`config.mk`:
```
export PLATFORM = sky130hd
export DESIGN_NAME = dmwbc_ram
export DESIGN_NICKNAME = d
export VERILOG_FILES = /design/src/hw/rtl/dmwbc_ram.sv
export SDC_FILE = /design/constraint.sdc
export NUM_CORES = 1
export LEC_CHECK = 0
export ABC_AREA = 0
export ABC_CLOCK_PERIOD_IN_PS = 2700
export BUFFER_PORTS_ARGS = -buffer_cell sky130_fd_sc_hd__buf_2
export CAP_MARGIN = 0
export CORE_MARGIN = 4
export CORE_UTILIZATION = 30
export CTS_BUF_LIST = sky130_fd_sc_hd__clkbuf_2 sky130_fd_sc_hd__clkbuf_4 sky130_fd_sc_hd__clkbuf_8
export CTS_CLUSTER_DIAMETER = 50
export DETAILED_ROUTE_END_ITERATION = 12
export SETUP_SLACK_MARGIN = 0.15
export SYNTH_ARGS = -nofsm -noshare
export SYNTH_HDL_FRONTEND = slang
export SYNTH_SLANG_ARGS = --single-unit
```
`constraint.sdc`:
```
create_clock -name clk -period 2.7 [get_ports clk]
set_input_delay 0.27 -clock clk [delete_from_list [all_inputs] [get_ports clk]]
set_output_delay 0.27 -clock clk [all_outputs]
set_load 0.02 [all_outputs]
```
`src/hw/rtl/dmwbc_ram.sv`:
```
// Generic simple dual-port RAM: one write port, one registered read port.
module dmwbc_ram #(
	parameter int WIDTH = 8,
	parameter int DEPTH = 32
) (
	input  logic                     clk,
	input  logic                     we,
	input  logic [$clog2(DEPTH)-1:0] waddr,
	input  logic [WIDTH-1:0]         wdata,
	input  logic [$clog2(DEPTH)-1:0] raddr,
	output logic [WIDTH-1:0]         rdata
);

	logic [WIDTH-1:0] mem [DEPTH];

	// Write port
	always_ff @(posedge clk) begin
		if (we) begin
			mem[waddr] <= wdata;
		end
	end

	// Registered read, old data on a same-address collision
	always_ff @(posedge clk) begin
		rdata <= mem[raddr];
	end

endmodule

```
Word-level counts from Yosys, hierarchy flattened
Memory sizes are Yosys's and may differ from the RTL's. A register that Yosys moved wholly into a read port is not among the register bits.
Index checks and enable logic that the tools add are counted.
{"block": "word_totals", "ramBits": 256, "regBits": 0, "input_bits": 20, "out_inout_bits": 8, "elab_cells": 3, "mem_count": 1}
{"block": "classes", "muxes": 2}
{"memory": "mem", "depth": 32, "word_bits": 8, "read_ports": 1, "rd_clocked_by_memory_dff": 1, "wr": 1, "line_no": "14", "rtl": "logic [WIDTH-1:0] mem [DEPTH];"}
{"operator": "$mux 1", "n": 2}

Depth between registers and ports, before layout
Gate-level depths: netlist of run 1.
{"block": "depth", "word_depth": 2, "mapped_depth": 5}

Worst setup path before layout of run 1
OpenSTA, ideal clock, no wires.
{"block": "synth_path", "path_kind": "input port to flip-flop", "from": "in raddr[2]", "to": "reg rdata[0], read port of mem", "arrival_ns": 1.952, "path_stages": 5, "path_slack_ns": 0.628, "path_cell_list": "clkbuf_1 clkbuf_1 mux4_2 mux4_2 mux2_2"}
{"item": "start: declaration", "line_no": "10", "rtl": "input logic [$clog2(DEPTH)-1:0] raddr,"}
{"item": "end: declaration", "line_no": "11", "rtl": "output logic [WIDTH-1:0] rdata"}

==> results.md, run 1 <==
* Final setup viols at 0
* Hold Fails Final Rpt at 0
* Power Total at 8.08 mW
* Placed cell count at 895
* CP peak stage delay at 550 ps
* Die ar. at 36500 um2
* Crit path top cell by count: mux4_2
* Crit end category: register
* Critical Path AT at 2240 ps
* Worst-skew pair later-pin latency at 530 ps
* Initial antenna violation count at 0
* Syn Inst Count at 417
* Setup Fix Bufs, Post-CTS at 0
* First-pass GRT wire length at 31600 um
* Post-DRT Antenna Nets at 0
* Via density at 4.73
* Post-Synthesis Cell Area at 10100 um2
* Layout cells sized above 1 at 0.399
* GRT Resource Usage Total at 0.117
* Via total after detailed routing at 4553
* Buffers added on ports at 27
* Post-synthesis register bit count at 264
* Worst path slowest cell: mux4_2
* Max-slew violations at 0
* Slew headroom at 0.433
* Max VDD drop at 0.324 mV
* Mean routed wirelength per cell at 21.9 um
* Commonest non-fill, non-tap cell in the layout: edfxtp_1
* Setup TNS at 0 ps
* Minimum clock period at 1830 ps
* First-pass iteration count of the detailed router at 5
* CTS clk-pin slew, worst paths at 60 ps
* Syn. warnings at 0
* Post-CTS Hold Buffers at 0
* Die W at 191 um
* ANT cells at 0
* Max_cap viols at 0
* Pwr Density at 693 nW/um2
* RSZ-0062 raised after global routing: false
* Status: completed
* Core Region at 32800 um2
* Critical path fanouts, max at 1
* Nets at 515
* HPWL Detailed at 13500 um
* Highest-count cells in the layout ignoring fill and taps: 256 x edfxtp_1, 80 x mux4_2, 43 x clkbuf_8, 33 x nor2_1, 26 x buf_2
* Clock sink count at 264
* Post-CTS sizing at 0
* Cts bufs inserted at 40
* Max Clk Rate at 0.548 GHz
* Post-synthesis sequential area ratio at 0.781
* Clock Tree Root: clkbuf_8
* Period Utilization, post-route at 0.676
* Final Instance Count excl. Fillers at 963
* GPL Wtd Cong at 0.765
* Min Hold Slack at 224 ps
* Req. time, crit path at 3120 ps
* Grt ovf at 0
* Largest net degree at the start of global routing at 38
* Worst Setup Start Kind: register
* CTS tree: yes
* Worst hold path class: in2reg
* DRC violations left at 0
* Syn_area_per_cell at 24.1 um2
* # IOs at 28
* LEAKAGE at 3.64 nW
* Final instance area at 11700 um2
* Setup CP Type: reg2reg
* Worst Clk Skew at 22.8 ps
* Clk buf depth at 3
* Distinct cells, synth at 15
* Standard-cell rows at 66
* DRT iter0 DRCs at 481
* Initial core utilization at 0.307
* Least-Margin Pin Slew at 848 ps
* P&R area growth vs syn at 16.0%
* CP Cell Sequence: mux4_2, mux4_2, mux2_2
* Max H-tree Level at 2
* DP Area at 10900 um2
* Number of global-route vias before repair at 4847
* Final WL at 21000 um
* Die Ht at 191 um
* Syn_nets at 437
flip-flops by register name, indices dropped and copies added (netlist names):
name	cells
mem	256
rdata	8
layout make-up:
type                    instances  area [um2]
clock buffers                  55         682
clock inverters                13        61.3
fillers                      3003       21100
multi-input cells             133        2100
flip-flops and latches        264        7850
well taps                     442         553
repair buffers                 56         418
cells in the mapped netlist, drive strengths merged:
library cell / number / area share
buf: 14 / 0.0083
nor2: 33 / 0.012
mux4: 80 / 0.18
clkbuf: 6 / 0.0022
or3b: 3 / 0.0026
dfxtp: 8 / 0.016
nand3b: 5 / 0.0037
mux2: 8 / 0.0090
or3: 1 / 0.00062
edfxtp: 256 / 0.76
nand3: 2 / 0.0010
nand2: 1 / 0.00037
where the power goes:
part / internal [mW] / switching (mW)
sequential: 4.56 / 0.0286
combinational: 0.195 / 0.260
clock: 1.63 / 1.41
per-stage QoR:
| stage | utilization | setup slack [ps] |
|---|---|---|
| final | 0.356 | 875 |
| after global routing | 0.356 | 836 |
| after CTS | 0.356 | 850 |
| after detailed placement | 0.333 | 416 |
| after global placement | 0.333 | 418 |
| after floorplan | - | 628 |
per-layer routing:
layer | wire, um | part of all wire | track usage
met1 | 9560 | 0.45 | 0.171
met2 | 9690 | 0.46 | 0.177
met3 | 1460 | 0.070 | 0.0329
met4 | 331 | 0.016 | 0.0271
met5 | 0 | 0 | 0
worst paths after layout:
kind | startpoint | endpoint | slack, ps | cells after the start
setup reg to reg | mem[5][1] | rdata[1] | 870 | 3
hold / removal | raddr[3] | rdata[3] | 220 | 2
setup / recovery | mem[5][1] | rdata[1] | 870 | 3
hold reg to reg | mem[26][3] | rdata[3] | 910 | 3
critical path, delay by kind of cell, from the launching register on:
family  cells  cell delay, ps
mux         3            1350
flops       1             370
cell families (layout without fill, tap and decap cells):
logic type,count (synthesis),after routing,share of synthesized area
buf+inv,20,124,0.0106
flops,264,264,0.781
mux,88,88,0.188
simple gates,45,45,0.0207
Power figures use the tool's default switching activity.
==> run 2, diff against run 1 <==
ABC_CLOCK_PERIOD_IN_PS = 1800   (was 2700)
clock period = 1.8 ns   (was 2.7 ns; I/O delays follow)
==> run 2 against run 1 <==
Effect of this change: the run now ends with setup timing left; flip-flop and latch count unchanged; highest routed layer unchanged; register-to-register slack lost 890 ps; clock power grew 88%; largest power group unchanged; power grew 64%; global-route usage rose by 0.49 points; combinational power increased by 55%; critical path type unchanged; count of clock-buffer cells in the layout increased by 6.
==> results.md, run 2 (synthesis results as in run 1) <==
* ANT cells at 0 (unchanged)
* Max Clk Rate at 0.551 GHz (+0.57%)
* # IOs at 28 (unchanged)
* Final WL at 21700 um (+3.3%)
* Worst Clk Skew at 15.9 ps (-6.81 ps)
* Die ar. at 36500 um2 (unchanged)
* Worst-skew pair later-pin latency at 540 ps (about the same)
* Layout cells sized above 1 at 0.433 (+0.0335)
* Grt ovf at 0 (unchanged)
* Crit path top cell by count: mux4_2
* Placed cell count at 909 (+1.6%)
* CP Cell Sequence: mux4_2, mux4_2, mux2_2
* Least-Margin Pin Slew at 681 ps (-167 ps)
* Commonest non-fill, non-tap cell in the layout: edfxtp_1
* CP peak stage delay at 550 ps (about the same)
* Cts bufs inserted at 43 (+7.5%)
* Largest Register: mem
* Post-CTS Hold Buffers at 0 (unchanged)
* Initial core utilization at 0.307 (unchanged)
* Req. time, crit path at 2220 ps (-900 ps)
* Flop-to-flop setup slack at -10 ps (-890 ps)
* Crit. Startpoint: mem[23][3]
* Setup Fix Bufs, Post-CTS at 0 (unchanged)
* Nets at 532 (+3.3%)
* Final setup viols at 3 (+3)
* Max_cap viols at 0 (unchanged)
* Mean routed wirelength per cell at 22.1 um (+1.0%)
* RR Startpoint: mem[23][3]
* DRC violations left at 0 (unchanged)
* HPWL Detailed at 13600 um (+0.80%)
* GPL Wtd Cong at 0.746 (-2.4%)
* Via density at 4.73 (about the same)
* Critical path fanouts, max at 1 (unchanged)
* Minimum clock period at 1810 ps (-10.4 ps)
* Critical Path AT at 2240 ps (about the same)
* Initial antenna violation count at 1 (+1)
* Largest regs: mem (256), rdata (8)
* Crit end category: register
* Hold depth at 2 (unchanged)
* Largest register FFs at 256 (unchanged)
* GRT Resource Usage Total at 0.122 (+0.00489)
* HP Start: raddr[3]
* Max-slew violations at 0 (unchanged)
* Die Ht at 191 um (unchanged)
* Final Instance Count excl. Fillers at 985 (+2.3%)
* Clock Tree Root: clkbuf_8
* Die W at 191 um (unchanged)
* Worst path slowest cell: mux4_2
* First-pass iteration count of the detailed router at 5 (unchanged)
* Highest-count cells in the layout ignoring fill and taps: 256 x edfxtp_1, 80 x mux4_2, 49 x clkbuf_8, 38 x buf_4, 33 x nor2_1
* Clock sink count at 264 (unchanged)
* Core Region at 32800 um2 (unchanged)
* Period Utilization, post-route at 1.01 (+0.332)
* DRT iter0 DRCs at 573 (+19%)
* Setup CP Type: reg2reg
* Status: complete, but fails checks
* Power Total at 13.3 mW (+64%)
* Failing checks: setup timing
* CTS clk-pin slew, worst paths at 60 ps (about the same)
* Max H-tree Level at 2 (unchanged)
* Worst hold path class: in2reg
* Final setup margin at -14.9 ps (-890 ps)
* Pwr Density at 1110 nW/um2 (+60%)
* CTS tree: yes
* Number of global-route vias before repair at 4975 (+2.6%)
* LEAKAGE at 3.84 nW (+5.4%)
* Via total after detailed routing at 4656 (+2.3%)
* Worst R2R Path Depth at 3 (unchanged)
* First-pass GRT wire length at 33100 um (+4.9%)
* Standard-cell rows at 66 (unchanged)
* Worst Setup Start Kind: register
* Slew headroom at 0.546 (+0.114)
* Clk buf depth at 3 (unchanged)
* Post-DRT Antenna Nets at 0 (unchanged)
* Largest net degree at the start of global routing at 34 (-11%)
* RSZ-0062 raised after global routing: true
* Hold Fails Final Rpt at 0 (unchanged)
* Buffers added on ports at 27 (unchanged)
* P&R area growth vs syn at 19.4%
* Max VDD drop at 0.433 mV (+34%)
## run 2: cell types whose count changed in the layout (fill, tap and decap cells not counted)
cell,before,now
buf_4,25,38
clkbuf_8,43,49
bufinv_16,0,5
clkinv_1,7,2
clkinv_2,4,6
buf_12,5,6
mux2_2,8,7
mux2_4,0,1
## run 2: power by group
group	switching, mW	internal [mW]
Clock	2.26	3.46
Sequential	0.0326	6.84
Combinational	0.395	0.307
## run 2: worst paths after layout
| check | end |
|---|---|
| min | rdata[0] |
| max reg2reg | rdata[3] |
| min reg2reg | rdata[4] |
| max | rdata[3] |
## run 2: metrics by stage
step            util  TNS (ps)  area (um2)  setup slack [ps]  hold slack (ps)
6_report       0.366     -37.6       12000             -14.9              113
5_1_grt        0.366      -236       12000             -60.7             85.4
4_1_cts        0.366      -130       12000             -43.4             85.0
3_5_place_dp   0.337     -2440       11000              -372              603
3_3_place_gp   0.337     -2300       11000              -346              618
2_1_floorplan      -         0       10200              22.9              279
## run 2: repair_timing
item,in CTS,in global routing
pin swaps,0,0
gates resized for setup,1,0
setup endpoints to repair,8,8
## run 2: routing by layer
| layer | GRT usage | vias to the layer above | share of wire |
|---|---|---|---|
| li1 | - | 1971 | - |
| met1 | 0.177 | 2469 | 0.45 |
| met2 | 0.185 | 178 | 0.46 |
| met3 | 0.0318 | 38 | 0.072 |
| met4 | 0.0318 | 0 | 0.020 |
| met5 | 0 | - | 0 |
## run 2: critical path, delay by kind of cell (launching register included)
family | cells | cell delay [ps]
flip-flops | 1 | 360
multiplexers | 3 | 1340
## run 2: area by class of cell
type / instances / area, um2
tap: 442 / 553
clock buffer: 61 / 764
timing repair buffer: 70 / 536
multi-input combinational: 133 / 2100
sequential: 264 / 7850
clock inverter: 15 / 203
fill: 2948 / 20800
==> run 3, diff against run 2 <==
CORE_UTILIZATION = 40   (was 30)
HOLD_SLACK_MARGIN = 0.12   (was default)
==> run 3 against run 2 <==
Effect of this change: the run still ends with setup timing left; routed wire length shrank 2.1%; die area decreased by 24%; critical path type unchanged; power decreased by 6.0%; first-iteration DRC count fell by 5.4%; largest power group unchanged; global-route usage increased by 3.5 points; sequential share of layout area grew 1.4 points.
==> results.md, run 3 (synthesis results as in run 1) <==
* Nets at 535 (+0.56%)
* Highest-count cells in the layout ignoring fill and taps: 256 x edfxtp_1, 80 x mux4_2, 45 x clkbuf_8, 40 x buf_4, 33 x nor2_1
* First-pass iteration count of the detailed router at 5 (unchanged)
* Largest Register: mem
* Max-slew violations at 0 (unchanged)
* Crit end category: register
* Buf+Inv Stages, Crit Path at 0 (unchanged)
* GRT Resource Usage Total at 0.157 (+0.0345)
* Number of global-route vias before repair at 4949 (-0.52%)
* Initial antenna violation count at 0 (-1)
* Cts bufs inserted at 42 (-2.3%)
* Final instance area at 11800 um2 (-2.1%)
* Commonest non-fill, non-tap cell in the layout: edfxtp_1
* Worst hold path class: in2reg
* Worst-skew pair later-pin latency at 540 ps (about the same)
* Max_cap viols at 0 (unchanged)
* Critical path fanouts, max at 1 (unchanged)
* Clk buf depth at 3 (unchanged)
* ANT cells at 0 (unchanged)
* Largest net degree at the start of global routing at 33 (-2.9%)
* RSZ-0062 raised after global routing: true
* Final setup viols at 3 (unchanged)
* DRC violations left at 0 (unchanged)
* DRT iter0 DRCs at 542 (-5.4%)
* Power Total at 12.5 mW (-6.0%)
* Clock Tree Root: clkbuf_8
* CTS tree: yes
* Minimum clock period at 1850 ps (+34.7 ps)
* Status: complete, but fails checks
* Worst path slowest cell: mux4_2
* Layout cells sized above 1 at 0.417 (-0.0155)
* Clock sink count at 264 (unchanged)
* Min Hold Slack at 191 ps (+77.9 ps)
* Hold Fails Final Rpt at 0 (unchanged)
* Fillers at 2027 (-31%)
* Via density at 5.39 (+14%)
* Crit-path leading delay family: multiplexers
* Standard-cell rows at 57 (-14%)
* Setup TNS at -104 ps (-66.7 ps)
* Mean routed wirelength per cell at 24.5 um (+11%)
* Largest regs: mem (256), rdata (8)
* Req. time, crit path at 2220 ps (about the same)
* Max VDD drop at 0.461 mV (+6.4%)
* Max Clk Rate at 0.541 GHz (-1.9%)
* Period Utilization, post-route at 1.03 (+0.0193)
* HP Start: wdata[3]
* P&R area growth vs syn at 16.9%
* CTS clk-pin slew, worst paths at 60 ps (about the same)
* Critical Path AT at 2270 ps (+30 ps)
* HPWL Detailed at 13600 um (about the same)
* Crit path top cell by count: mux4_2
* Worst Clk Skew at 9.78 ps (-6.16 ps)
* Initial core utilization at 0.410 (+0.103)
* Grt ovf at 0 (unchanged)
* Slew headroom at 0.560 (+0.0134)
* Die W at 167 um (-13%)
* Failing checks: setup timing
* Crit. Startpoint: mem[29][5]
* Setup CP Type: reg2reg
* Post-DRT Antenna Nets at 0 (unchanged)
* Worst Setup Start Kind: register
* Final setup margin at -49.5 ps (-34.7 ps)
* DP Area at 10900 um2 (-1.0%)
* CP Cell Sequence: mux4_2, mux4_2, mux2_4
* Setup Fix Bufs, Post-CTS at 0 (unchanged)
* # IOs at 28 (unchanged)
* GPL Wtd Cong at 0.759 (+1.7%)
* Via total after detailed routing at 4677 (+0.45%)
* Pwr Density at 1060 nW/um2 (-3.9%)
* Least-Margin Pin Slew at 660 ps (-20.1 ps)
* First-pass GRT wire length at 32200 um (-2.6%)
* LEAKAGE at 3.79 nW (-1.2%)
* Largest register FFs at 256 (unchanged)
* Final WL at 21300 um (-2.1%)
* CP peak stage delay at 550 ps (about the same)
* Core Region at 24500 um2 (-25%)
* Max H-tree Level at 2 (unchanged)
* RR Startpoint: mem[29][5]
* Buffers added on ports at 27 (unchanged)
* Die ar. at 27700 um2 (-24%)
* Die Ht at 167 um (-13%)
[run 3: cell count changes in the layout (fill, tap and decap cells not counted), moves of 2 or more]
cell        previous run  this run
clkbuf_4              12        16
clkinvlp_4             2         0
bufinv_16              5         1
clkinv_2               6         1
buf_4                 38        40
clkinv_1               2        10
clkbuf_8              49        45
[run 3: area by class of cell]
class                           instances  area [um2]  area share
Sequential cell                       264        7850       0.668
Tap cell                              324         405      0.0345
Clock buffer                           61         739      0.0629
Timing Repair Buffer                   74         581      0.0494
Clock inverter                         12        72.6     0.00617
Multi-Input combinational cell        133        2110       0.179
[run 3: stage by stage]
| stage | util | std cells | setup WS [ps] |
|---|---|---|---|
| after detailed placement | 0.445 | 794 | -342 |
| after global routing | 0.479 | 868 | -62.2 |
| final | 0.479 | 868 | -49.5 |
| after floorplan | - | 417 | 22.9 |
| after global placement | 0.445 | 794 | -327 |
| after CTS | 0.479 | 868 | -38.5 |
[run 3: where the power goes]
part | internal [mW] | switching, mW
sequential | 6.84 | 0.0285
combinational | 0.317 | 0.398
clock | 2.76 | 2.16
total | 9.91 | 2.58
[run 3: path summary, 6_finish.rpt]
check	endpoint	slack (ps)	depth (start not counted)
setup / recovery	rdata[5]	-50	3
hold reg to reg	rdata[0]	910	3
hold / removal	mem[24][3]	190	1
setup reg to reg	rdata[5]	-50	3
[run 3: what timing repair did]
item / 4_1_cts / 5_1_grt
setup endpoints to repair: 8 / 8
resized for setup: 1 / 1
hold buffers: 1 / 0
hold endpoints to repair: 8 / 0
[run 3: routing by layer]
| metal | up-vias | global-route usage | wire [um] |
|---|---|---|---|
| met5 | - | 0 | 0 |
| met4 | 0 | 0.0541 | 452 |
| met3 | 36 | 0.0339 | 1490 |
| met2 | 167 | 0.236 | 10100 |
| met1 | 2494 | 0.230 | 9230 |
| li1 | 1980 | - | - |
